## config.mk

```make
export PLATFORM = sky130hd
export DESIGN_NAME = radix_converter
export DESIGN_NICKNAME = d
export VERILOG_FILES = /design/src/design/rc_pkg.sv /design/src/design/rc_alu.sv /design/src/design/rc_dstore.sv /design/src/design/radix_converter.sv
export SDC_FILE = /design/constraint.sdc
export NUM_CORES = 1
export LEC_CHECK = 0
export BUFFER_PORTS_ARGS = -buffer_cell sky130_fd_sc_hd__buf_2
export CAP_MARGIN = 20
export CORE_MARGIN = 5
export CORE_UTILIZATION = 55
export DETAILED_ROUTE_END_ITERATION = 10
export PLACE_DENSITY = 0.8
export SYNTH_ARGS = -nofsm -noshare
export SYNTH_HDL_FRONTEND = slang
export SYNTH_HIERARCHICAL = 1
export SYNTH_SLANG_ARGS = --single-unit
```

## constraint.sdc

```tcl
create_clock -name i_clk -period 4.8 [get_ports i_clk]
set_input_delay 1.2 -clock i_clk [delete_from_list [all_inputs] [get_ports i_clk]]
set_output_delay 1.2 -clock i_clk [all_outputs]
set_load 0.05 [all_outputs]
```

## src/design/rc_pkg.sv

```systemverilog
// Shared types and constants for the radix converter.
`timescale 1ns / 1ps

package rc_pkg;

    // Configuration register map
    localparam int CFG_AW = 3;
    localparam logic REG_RADIX    = 1'b0;
    localparam logic REG_MAX_FRAC = 1'b1;

    localparam logic [4:0] RADIX_RESET    = 5'd10;
    localparam logic [4:0] MAX_FRAC_RESET = 5'd16;
    localparam logic [4:0] RADIX_MIN      = 5'd2;
    localparam logic [4:0] RADIX_MAX      = 5'd16;

    typedef enum logic {
        ALU_DIV,
        ALU_MUL
    } t_alu_op;

    typedef struct packed {
        t_alu_op    op;
        logic [4:0] base;
    } t_alu_req;

    typedef enum logic [2:0] {
        S_IDLE,
        S_DIV,
        S_IRD,
        S_IOUT,
        S_FMUL,
        S_FOUT
    } t_state;

endpackage

```

## src/design/rc_alu.sv

```systemverilog
// Shared arithmetic unit: one restoring-division step or one fraction multiply by the base.
`timescale 1ns / 1ps

module rc_alu #(
    parameter int QW = 32
) (
    input  rc_pkg::t_alu_req i_req,
    input  logic [QW-1:0]    i_quot,
    input  logic [3:0]       i_rem,
    input  logic [31:0]      i_frac,
    output logic [QW-1:0]    o_quot,
    output logic [3:0]       o_rem,
    output logic [31:0]      o_frac,
    output logic [3:0]       o_digit
);
    import rc_pkg::*;

    logic [4:0]  w_trial;
    logic        w_ge;
    logic [4:0]  w_diff;
    logic [35:0] w_prod;

    // shift next dividend bit into the partial remainder, subtract if it fits
    assign w_trial = {i_rem, i_quot[QW-1]};
    assign w_ge    = (w_trial >= i_req.base);
    assign w_diff  = w_trial - i_req.base;
    assign o_quot  = {i_quot[QW-2:0], w_ge};
    assign o_rem   = w_ge ? w_diff[3:0] : w_trial[3:0];

    // base <= 16, so the product of a Q0.32 value fits in 36 bits
    assign w_prod  = 36'(i_frac) * 36'(i_req.base);
    assign o_frac  = w_prod[31:0];

    always_comb begin
        unique case (i_req.op)
            ALU_DIV: o_digit = o_rem;
            ALU_MUL: o_digit = w_prod[35:32];
            default: o_digit = o_rem;
        endcase
    end

endmodule

```

## src/design/rc_dstore.sv

```systemverilog
// Integer digit store, least significant digit first, registered read.
`timescale 1ns / 1ps

module rc_dstore #(
    parameter int DEPTH = 32,
    parameter int AW    = 5
) (
    input  logic          i_clk,
    input  logic          i_we,
    input  logic [AW-1:0] i_waddr,
    input  logic [3:0]    i_wdata,
    input  logic          i_re,
    input  logic [AW-1:0] i_raddr,
    output logic [3:0]    o_rdata
);
    logic [3:0] r_mem [DEPTH];
    logic [3:0] r_rdata;

    always_ff @(posedge i_clk) begin
        if (i_we) begin
            r_mem[i_waddr] <= i_wdata;
        end
    end

    always_ff @(posedge i_clk) begin
        if (i_re) begin
            r_rdata <= r_mem[i_raddr];
        end
    end

    assign o_rdata = r_rdata;

endmodule

```

## src/design/radix_converter.sv

```systemverilog
// Radix converter top level: config registers, sequencer, stream ports.
//
//   channel  | dir | handshake              | payload
//   ---------+-----+------------------------+---------------------------------------
//   s_*      | in  | s_tvalid / s_tready    | tdata: integer_part, fraction_part
//   m_*      | out | m_tvalid / m_tready    | tdata: digit; tuser: in_fraction; tlast
//   apb      | in  | psel,penable,pready    | paddr 0: radix, 4: max_fraction_digits
//
// Each integer digit is produced by restoring divide steps on the shared ALU, one
// per quotient bit; each integer digit out is a store read, then output, and each
// fraction digit is a multiply, then output; output stalls hold the sequence.
// s_tready is high only when idle.
// Synchronous active-low reset returns to idle with registers at 10 and 16.
`timescale 1ns / 1ps

module radix_converter #(
    parameter int INT_BITS        = 32,
    parameter int FRAC_DIGITS_MAX = 16
) (
    input  logic                        i_clk,
    input  logic                        i_rst_n,
    // slave stream
    input  logic                        s_tvalid,
    output logic                        s_tready,
    input  logic [63:0]                 s_tdata,   // [31:0] integer_part, [63:32] fraction_part
    // master stream
    output logic                        m_tvalid,
    input  logic                        m_tready,
    output logic [7:0]                  m_tdata,   // [3:0] digit, [7:4] zero
    output logic                        m_tuser,   // [0] in_fraction
    output logic                        m_tlast,
    // configuration
    input  logic                        psel,
    input  logic                        penable,
    input  logic                        pwrite,
    input  logic [rc_pkg::CFG_AW-1:0]   paddr,
    input  logic [31:0]                 pwdata,
    output logic [31:0]                 prdata,
    output logic                        pready
);
    import rc_pkg::*;

    localparam int QW = (INT_BITS < 32) ? INT_BITS : 32;
    localparam int AW = $clog2(QW);
    localparam int CW = $clog2(QW + 1);
    localparam int BW = $clog2(QW);
    localparam int LW = $clog2(FRAC_DIGITS_MAX + 1);

    // configuration
    logic [4:0] r_radix;
    logic [4:0] r_max_frac;
    logic       w_cfg_wr;
    logic       w_reg_idx;

    assign pready    = 1'b1;
    assign w_reg_idx = paddr[2];
    assign w_cfg_wr  = psel && penable && pwrite && pready;

    always_ff @(posedge i_clk) begin
        if (!i_rst_n) begin
            r_radix    <= RADIX_RESET;
            r_max_frac <= MAX_FRAC_RESET;
        end else if (w_cfg_wr) begin
            unique case (w_reg_idx)
                REG_RADIX:    r_radix    <= pwdata[4:0];
                REG_MAX_FRAC: r_max_frac <= pwdata[4:0];
                default:      r_radix    <= r_radix;
            endcase
        end
    end

    always_comb begin
        unique case (w_reg_idx)
            REG_RADIX:    prdata = {27'd0, r_radix};
            REG_MAX_FRAC: prdata = {27'd0, r_max_frac};
            default:      prdata = 32'd0;
        endcase
    end

    // sequencer state
    t_state         r_state, n_state;
    logic [QW-1:0]  r_quot,  n_quot;
    logic [3:0]     r_rem,   n_rem;
    logic [BW-1:0]  r_bit,   n_bit;
    logic [CW-1:0]  r_cnt,   n_cnt;
    logic [31:0]    r_frac,  n_frac;
    logic [3:0]     r_fdig,  n_fdig;
    logic           r_last,  n_last;
    logic [LW-1:0]  r_nfrac, n_nfrac;
    logic [LW-1:0]  r_limit, n_limit;
    logic [4:0]     r_base,  n_base;

    t_alu_req       w_req;
    logic [QW-1:0]  w_alu_quot;
    logic [3:0]     w_alu_rem;
    logic [31:0]    w_alu_frac;
    logic [3:0]     w_alu_digit;
    logic [CW-1:0]  w_cnt_dec;
    logic [LW-1:0]  w_nfrac_inc;
    logic [5:0]     w_lim_ext;
    logic [4:0]     w_base_clamp;
    logic [LW-1:0]  w_lim_clamp;
    logic           w_in_acc;
    logic           w_out_acc;
    logic           w_div_last;
    logic           w_we;
    logic           w_re;
    logic [3:0]     w_rdata;

    assign w_in_acc    = s_tvalid && s_tready;
    assign w_out_acc   = m_tvalid && m_tready;
    assign w_cnt_dec   = r_cnt - CW'(1);
    assign w_nfrac_inc = r_nfrac + LW'(1);
    assign w_div_last  = (r_bit == BW'(QW - 1));
    assign w_lim_ext   = {1'b0, r_max_frac};

    always_comb begin
        if (r_radix < RADIX_MIN) begin
            w_base_clamp = RADIX_MIN;
        end else if (r_radix > RADIX_MAX) begin
            w_base_clamp = RADIX_MAX;
        end else begin
            w_base_clamp = r_radix;
        end
        if (w_lim_ext == 6'd0) begin
            w_lim_clamp = LW'(1);
        end else if (w_lim_ext > 6'(FRAC_DIGITS_MAX)) begin
            w_lim_clamp = LW'(FRAC_DIGITS_MAX);
        end else begin
            w_lim_clamp = LW'(w_lim_ext);
        end
    end

    assign w_req.op   = (r_state == S_FMUL) ? ALU_MUL : ALU_DIV;
    assign w_req.base = r_base;

    rc_alu #(
        .QW (QW)
    ) u_alu (
        .i_req   (w_req),
        .i_quot  (r_quot),
        .i_rem   (r_rem),
        .i_frac  (r_frac),
        .o_quot  (w_alu_quot),
        .o_rem   (w_alu_rem),
        .o_frac  (w_alu_frac),
        .o_digit (w_alu_digit)
    );

    assign w_we = (r_state == S_DIV) && w_div_last;
    assign w_re = (r_state == S_IRD);

    rc_dstore #(
        .DEPTH (QW),
        .AW    (AW)
    ) u_dstore (
        .i_clk   (i_clk),
        .i_we    (w_we),
        .i_waddr (r_cnt[AW-1:0]),
        .i_wdata (w_alu_digit),
        .i_re    (w_re),
        .i_raddr (w_cnt_dec[AW-1:0]),
        .o_rdata (w_rdata)
    );

    always_comb begin
        n_state = r_state;
        n_quot  = r_quot;
        n_rem   = r_rem;
        n_bit   = r_bit;
        n_cnt   = r_cnt;
        n_frac  = r_frac;
        n_fdig  = r_fdig;
        n_last  = r_last;
        n_nfrac = r_nfrac;
        n_limit = r_limit;
        n_base  = r_base;
        unique case (r_state)
            S_IDLE: begin
                if (w_in_acc) begin
                    n_quot  = s_tdata[QW-1:0];
                    n_frac  = s_tdata[63:32];
                    n_rem   = 4'd0;
                    n_bit   = '0;
                    n_cnt   = '0;
                    n_nfrac = '0;
                    n_base  = w_base_clamp;
                    n_limit = w_lim_clamp;
                    n_state = S_DIV;
                end
            end
            S_DIV: begin
                n_quot = w_alu_quot;
                n_rem  = w_alu_rem;
                n_bit  = r_bit + BW'(1);
                if (w_div_last) begin
                    // digit written to the store this edge; start the next division
                    n_rem = 4'd0;
                    n_bit = '0;
                    n_cnt = r_cnt + CW'(1);
                    if (w_alu_quot == '0) begin
                        n_state = S_IRD;
                    end
                end
            end
            S_IRD: begin
                n_state = S_IOUT;
            end
            S_IOUT: begin
                if (w_out_acc) begin
                    n_cnt = w_cnt_dec;
                    n_state = (w_cnt_dec == '0) ? S_FMUL : S_IRD;
                end
            end
            S_FMUL: begin
                n_frac  = w_alu_frac;
                n_fdig  = w_alu_digit;
                n_nfrac = w_nfrac_inc;
                n_last  = (w_alu_frac == 32'd0) || (w_nfrac_inc >= r_limit);
                n_state = S_FOUT;
            end
            S_FOUT: begin
                if (w_out_acc) begin
                    n_state = r_last ? S_IDLE : S_FMUL;
                end
            end
            default: begin
                n_state = S_IDLE;
            end
        endcase
    end

    always_ff @(posedge i_clk) begin
        if (!i_rst_n) begin
            r_state <= S_IDLE;
            r_bit   <= '0;
            r_cnt   <= '0;
            r_nfrac <= '0;
            r_quot  <= '0;
            r_frac  <= '0;
        end else begin
            r_state <= n_state;
            r_bit   <= n_bit;
            r_cnt   <= n_cnt;
            r_nfrac <= n_nfrac;
            r_quot  <= n_quot;
            r_frac  <= n_frac;
        end
    end

    always_ff @(posedge i_clk) begin
        r_rem   <= n_rem;
        r_fdig  <= n_fdig;
        r_last  <= n_last;
        r_limit <= n_limit;
        r_base  <= n_base;
    end

    assign s_tready = (r_state == S_IDLE);
    assign m_tvalid = (r_state == S_IOUT) || (r_state == S_FOUT);
    assign m_tdata  = {4'd0, (r_state == S_FOUT) ? r_fdig : w_rdata};
    assign m_tuser  = (r_state == S_FOUT);
    assign m_tlast  = (r_state == S_FOUT) && r_last;

`ifndef SYNTHESIS
    a_idle_no_out: assert property (@(posedge i_clk) disable iff (!i_rst_n)
        s_tready |-> !m_tvalid)
        else $error("output valid while idle");

    a_busy_after_in: assert property (@(posedge i_clk) disable iff (!i_rst_n)
        s_tvalid && s_tready |=> !s_tready)
        else $error("ready after accepting a transaction");

    a_last_to_idle: assert property (@(posedge i_clk) disable iff (!i_rst_n)
        m_tvalid && m_tready && m_tlast |=> s_tready)
        else $error("not idle after final digit");

    a_last_is_frac: assert property (@(posedge i_clk) disable iff (!i_rst_n)
        m_tvalid && m_tlast |-> m_tuser)
        else $error("last marked on an integer digit");
`endif

endmodule
```

==> impl_metrics.toml, run 1 <==
[run_status]
status = "finished with violations"
violations = "negative setup slack"

[critical_path]
timing.rr.start = "r_base[2]"
cp_max_fo = 5
arrival_ps = 5770
crit_path_end_kind = "flop"
required_ps = 5200
crit_chain = "buf_6 > and2_4 > fa_1 > fa_1 > inv_1 > fa_1 > inv_2 > ha_4 > nand4_1 > nor2_2 > o311ai_2 > nand2_1 > buf_4 > o211ai_1 > buf_4 > a21oi_2 > nor2_2 > xnor2_2 > nor4_2 > nand4_1 > o221ai_2"
critical_path.slowest_cell = "edfxtp_1"
cpMostUsedCell = "fa_1"
r2r_cells = 21
critPathMaxStageDelay_ps = 530
critPathLaunchType = "flop"
rrSetupSlack_ps = -570
r2r_end = "r_last"
criticalPathCategory = "flop to flop"

[clock_tree]
cts_tree = "yes"
cts_buffers = 27
cts.clk_slew.worst_paths_ps = 70
cts_sinks = 244
cts_buffer_depth = 3
root_buffer = "clkbuf_16"
htree_levels = 1
clk_latency_ps = 560

[final_layout]
fill_cells = 2114
seq_area_um2 = 6400
nets = 2096
layout-drive-gt1-share_pct = 29.9
syn_to_final_growth_pct = 21.6
n_antenna_cell = 0
multi_input_area_um2 = 9890
fin_area_um2 = 20500

[timing]
hold_viol = 0
worst_pin_slew_ps = 1010
setup_tns_ps = -38300
fin_skew_ps = 17.8
fin_ws_ps = -568
clock.fmax_mhz = 186
setup_viol = 139
slew_headroom_pct = 32.7
fin_crit_sh_pct = 112
maxSlewViolCount = 0
rsz0062_at_grt = "yes"
fin_crit_ps = 5370

[synthesis]
synthSimpleGateAreaFrac_pct = 17.6
synth_top_area_share_pct = 26.9
synth_xor_area_share_pct = 2.03
synth_seq_area_share_pct = 38.0
syn_area_um2 = 16800
synth-compound-area-share_pct = 11.2
synth.avg_cell_area_um2 = 10.2
async_reset_ff_share_pct = 0
synth_edf_count = 151
synthMuxAreaShare_pct = 7.18
synth-adder-area-share_pct = 15.3
yosys-top-cells-area = "edfxtp_1, dfxtp_1, fa_1, mux4_2, and2_1"
yosys.area.top_type = "edfxtp_1"
yosys_register_bits = 244
synth_ff_type = "edfxtp_1"
synth_cell_types = 80
synth_top_family_by_area = "simple AND/OR/NAND/NOR gates"
yosys_warnings = 6
synthCells = 1647

[floorplanning]
initial_core_util_pct = 55.3
fp.dieArea_um2 = 34200
io_pins = 151
fp-row-count = 64
dieHeight_um = 185
core-area_um2 = 30400
die_w_um = 185

[pwr]
irDropWorstVdd_uv = 384
cellPowerDensity_nw_per_um2 = 339
power.leakage_nw = 8.70

[min_path]
worst_hold_startpoint = "r_bit[3]"
whs_endpoint = "r_bit[3]"
hold_depth = 2
min_path_type = "flop to flop"

[routing]
vias_per_cell = 5.94
drt_first_iter_violations = 1223
first_pass_iters = 6
drt-wirelength-per-cell_um = 20.3
vias = 13400
routed_wl_mm = 45.7
ant_nets = 0
drc_errors = 0

[grt]
antenna_found_initial = 0
grt_max_degree = 77
grt_pass1_vias = 13300
grt_overflow = 0
track_usage_pct = 24.6
grt_pass1_wl_mm = 68.4

[placed_design]
placement.cell_area_um2 = 18300
globalplace.congestion = 0.888
portBuffers = 89
dp_hpwl_mm = 29.1
dpl_worst_slack_ps = -758

[job]
cap_viol_max_count = 0
-- cell usage in the layout, fill, tap and decap left out, drive strengths merged, types with 15 or more instances in the layout --
cell,count
a21o,19
xnor2,24
and2,134
buf,275
a21oi,62
xor2,15
ha,62
inv,154
conb,32
clkbuf,37
edfxtp,151
o21ai,25
nand2,208
nand3,24
nor4,20
dfxtp,93
a311oi,67
nor2,144
fa,90
mux4,40
mux2,15
-- logic make-up after synthesis --
logic type | Yosys count
other cells | 2
mux | 69
simple gates | 606
compound gates | 233
buf+inv | 302
flops | 244
fa+ha+maj | 152
xor+xnor | 39
-- layout make-up --
type	count	area share [%]
well taps	396	2.42
clock inverters	18	1.31
inverters	152	2.79
clock buffers	31	3.37
multi-input cells	1132	48.3
flip-flops and latches	244	31.2
repair buffers	281	10.6
-- synth_stat cells (36+ instances only) --
| cell | n |
|---|---|
| dfxtp_1 | 93 |
| fa_1 | 90 |
| edfxtp_1 | 151 |
| and2_1 | 134 |
| nor2_1 | 143 |
| mux4_2 | 40 |
| ha_1 | 62 |
| a311oi_1 | 36 |
| a21oi_1 | 62 |
| nand2_1 | 207 |
| clkbuf_1 | 55 |
| buf_4 | 64 |
| inv_1 | 150 |
-- per-layer routing --
layer | vias to the layer above | track usage (%) | part of all wire [%]
li1 | 6006 | - | -
met1 | 6669 | 32.5 | 40
met2 | 582 | 43.5 | 50
met3 | 131 | 3.14 | 6.2
met4 | 0 | 6.02 | 3.3
met5 | - | 0 | 0
-- where the power goes --
part / internal, mW / total, mW / switching [mW]
combinational: 0.954 / 2.15 / 1.20
sequential: 2.43 / 2.52 / 0.0837
clock: 1.37 / 2.28 / 0.909
-- registers in the layout, summed over array words and instances (netlist names) --
name	cells
r_nfrac	5
u_dstore/r_mem	128
r_radix	5
r_frac	32
r_bit	5
r_cnt	6
r_rem	4
r_quot	32
r_state	3
u_dstore/o_rdata	4
r_max_frac	5
r_base	5
r_fdig	4
r_limit	5
r_last	1
-- stage by stage --
step                power, mW  util, %  cells  hold WS [ps]
floorplan                3.69        -   1677           452
global placement         4.20     60.2   2170           458
CTS                      6.64     64.5   2227           497
detailed placement       4.26     60.2   2170           486
global route             7.22     67.3   2254           513
finish                   6.94     67.3   2254           497
-- worst max-delay path: cells and delay by family, from the launching register on --
| family | cells | cell delay, ps |
|---|---|---|
| buffers and inverters | 5 | 640 |
| AOI/OAI and AO/OA | 4 | 810 |
| xor gates and xnor gates | 1 | 120 |
| DFF | 1 | 530 |
| and+or+nand+nor | 7 | 1350 |
| adders and majority gates | 4 | 1740 |
-- worst max-delay path by stage --
stage                end  startpoint
5_1_grt           r_last   r_base[2]
3_5_place_dp      r_last   r_base[2]
2_1_floorplan  r_fdig[2]   r_base[2]
4_1_cts           r_last   r_base[2]
3_3_place_gp      r_last   r_base[2]
6_report          r_last   r_base[2]
-- timing repair --
action,4_1_cts,5_1_grt
setup endpoints to repair,141,150
buffers inserted,7,25
cloned,1,8
pin swaps,15,114
gates resized for setup,46,119
hold buffers,0,0
hold endpoints to repair,0,0
Note: power is estimated with default switching activity, not from simulation.
==> run 2, diff against run 1 <==
ABC_AREA = 1   (was unset)
PLACE_DENSITY = 0.79   (was 0.8)
REMOVE_ABC_BUFFERS = 1   (was unset)
==> impl_metrics.toml, run 2 <==
[run_status]
status = "finished clean"

[final_layout]
layout-drive-gt1-share_pct = 9.64
layout_common_cells = "nand2_1, inv_1, edfxtp_1"
regMostFlops = "u_dstore/r_mem"
fill_cells = 2724
syn_to_final_growth_pct = 8.17
stdcell_count = 2704
layout_commonest_cell = "nand2_1"
nets = 2540
reg_top3 = "u_dstore/r_mem x128, r_frac x32, r_quot x32"
n_antenna_cell = 0
largest_reg_flops = 128

[clock_tree]
cts_hold_buffers = 0
cts_tree = "yes"
cts_buffers = 26
cts_buffer_depth = 3
htree_levels = 1
cts.clk_slew.worst_paths_ps = 60
root_buffer = "clkbuf_16"
cts_sinks = 244
clk_latency_ps = 550

[placed_design]
dp_hpwl_mm = 29.1
portBuffers = 89
globalplace.congestion = 0.951
placedCellCount = 2651

[pwr]
p_int_mw = 5.11
irDropWorstVdd_uv = 402
p_switching_mw = 3.57
seqPwrFrac_pct = 33.3
finalPower_mw = 8.68
cellPowerDensity_nw_per_um2 = 462
pwr-share-comb_pct = 42.7
switching_share_pct = 41.1
power.leakage_nw = 9.44
power.clock.fraction_pct = 23.9

[grt]
grt_pass1_wl_mm = 67.4
grt_max_degree = 76
track_usage_pct = 22.6
grt_pass1_vias = 14000
grt_overflow = 0
antenna_found_initial = 1

[timing]
maxSlewViolCount = 0
hold_viol = 0
fin_skew_ps = 9.09
clock.fmax_mhz = 212
setup_viol = 0
rsz0062_at_grt = "yes"
worst_pin_slew_ps = 1060
fin_crit_sh_pct = 98.5
slew_headroom_pct = 29.4
fin_crit_ps = 4730

[synthesis]
yosys-top-cells-area = "edfxtp_1, nand2_1, dfxtp_1, fa_1, inv_1"
synth_cell_types = 50
yosys.area.top_type = "edfxtp_1"
async_reset_ff_share_pct = 0
yosysMostFrequentCell = "nand2_1"
synth_ff_type = "edfxtp_1"
synth_seq_area_share_pct = 36.8
syn_area_um2 = 17400
synth_top_area_share_pct = 26.1
synthCells = 2259
yosys_warnings = 6
synth.avg_cell_area_um2 = 7.69
synth_edf_count = 151
synth_common_cells = "nand2_1, inv_1, edfxtp_1"
yosys_register_bits = 244

[critical_path]
crit_chain = "buf_12 > nand2_1 > inv_1 > fa_1 > fa_1 > inv_1 > fa_1 > inv_1 > ha_1 > nand2_2 > inv_1 > a21oi_2 > nor2_1 > nor2_1 > nand2_2 > nand3_1 > nand3_1 > nor2_1 > nor2_1 > inv_1 > nand4_1 > nor4_2 > nand2_1 > nand2_1"
arrival_ps = 5140
path_depth = 24
criticalPathCategory = "flop to flop"
required_ps = 5210
cp_top_family = "adder cells"
r2r_end = "r_last"
critPathMaxStageDelay_ps = 550
cp-endpoint = "r_last"
cpMostUsedCell = "inv_1"
cp_max_fo = 26
critical_path.slowest_cell = "fa_1"
timing.rr.start = "r_base[4]"
critPathLaunchType = "flop"
startpoint = "r_base[4]"
r2r_cells = 24
rrSetupSlack_ps = 70
path_buf_inv = 6
crit_path_end_kind = "flop"

[floorplanning]
initial_core_util_pct = 55.4
io_pins = 151
core-area_um2 = 31400
die_w_um = 188
fp-row-count = 65
fp.dieArea_um2 = 35300
dieHeight_um = 188

[min_path]
min_path_type = "flop to flop"

[routing]
vias_per_cell = 5.36
drt_first_iter_violations = 1182
routed_wl_mm = 41.3
drt-wirelength-per-cell_um = 15.3
vias = 14500
ant_nets = 0
drc_errors = 0
first_pass_iters = 5

[job]
cap_viol_max_count = 0
## run 2: worst min-delay path by stage
| stage | to | cells after the start | from |
|---|---|---|---|
| 5_1_grt | r_bit[3] | 2 | r_bit[3] |
| 4_1_cts | r_bit[3] | 2 | r_bit[3] |
| 3_5_place_dp | r_bit[3] | 2 | r_bit[3] |
| 2_1_floorplan | r_bit[4] | 2 | r_bit[4] |
| 3_3_place_gp | r_bit[3] | 2 | r_bit[3] |
| 6_report | r_bit[3] | 2 | r_bit[3] |
## run 2: metal layers
metal | up-vias | track usage (%) | routed length, um
met5 | - | 0 | 11
met4 | 2 | 5.93 | 869
met3 | 69 | 3.59 | 2960
met2 | 508 | 37.6 | 19500
met1 | 6859 | 31.2 | 17900
li1 | 7053 | - | -
## run 2: cells by family after synthesis
logic type	after synthesis	synth area share, %
DFF	244	36.8
other	2	0.0432
buffers and inverters	542	14.0
xor gates and xnor gates	31	1.56
adders and majority gates	152	14.8
and+or+nand+nor	1024	24.2
AOI/OAI and AO/OA	264	8.51
## run 2: power groups by stage
stage	clock network, mW	logic (mW)	registers [mW]
6_report	2.08	3.71	2.89
5_1_grt	2.21	4.19	2.92
4_1_cts	2.12	3.56	2.89
3_5_place_dp	0	3.53	2.93
3_3_place_gp	0	3.43	2.93
2_1_floorplan	0	2.51	2.91
## run 2: stage by stage
| stage | hold slack (ps) | TNS, ps | setup WS [ps] | utilization [%] | cell area, um^2 |
|---|---|---|---|---|---|
| floorplan | 445 | 0 | 383 | - | 16500 |
| global placement | 452 | 0 | 75.5 | 56.4 | 17700 |
| detailed placement | 460 | 0 | 37.8 | 56.4 | 17700 |
| CTS | 469 | 0 | 7.76 | 59.2 | 18600 |
| global route | 502 | -137 | -137 | 59.9 | 18800 |
| finish | 464 | 0 | 72.8 | 59.9 | 18800 |
## run 2: timing repair
action,4_1_cts,5_1_grt
endpoints found under the setup margin,0,26
buffers inserted,0,3
resized for setup,0,33
## run 2: area by class of cell
cell class	count	area, um^2	share of cell area (%)
clock buffer	27	654	3.48
clock inverter	21	230	1.22
inverter	393	1480	7.85
multi-input combinational	1503	8810	46.8
sequential	244	6400	34.0
tap	402	503	2.68
timing repair buffer	114	736	3.91
## run 2: worst register-to-register path, cell delays in order, from the launching register on
cell	delay (ps)
edfxtp_1	420
buf_12	200
nand2_1	90
inv_1	60
fa_1	500
fa_1	550
inv_1	60
fa_1	540
inv_1	40
ha_1	360
nand2_2	140
inv_1	70
a21oi_2	160
nor2_1	60
nor2_1	120
nand2_2	100
nand3_1	80
nand3_1	140
nor2_1	130
nor2_1	80
inv_1	60
nand4_1	120
nor4_2	330
nand2_1	130
nand2_1	90
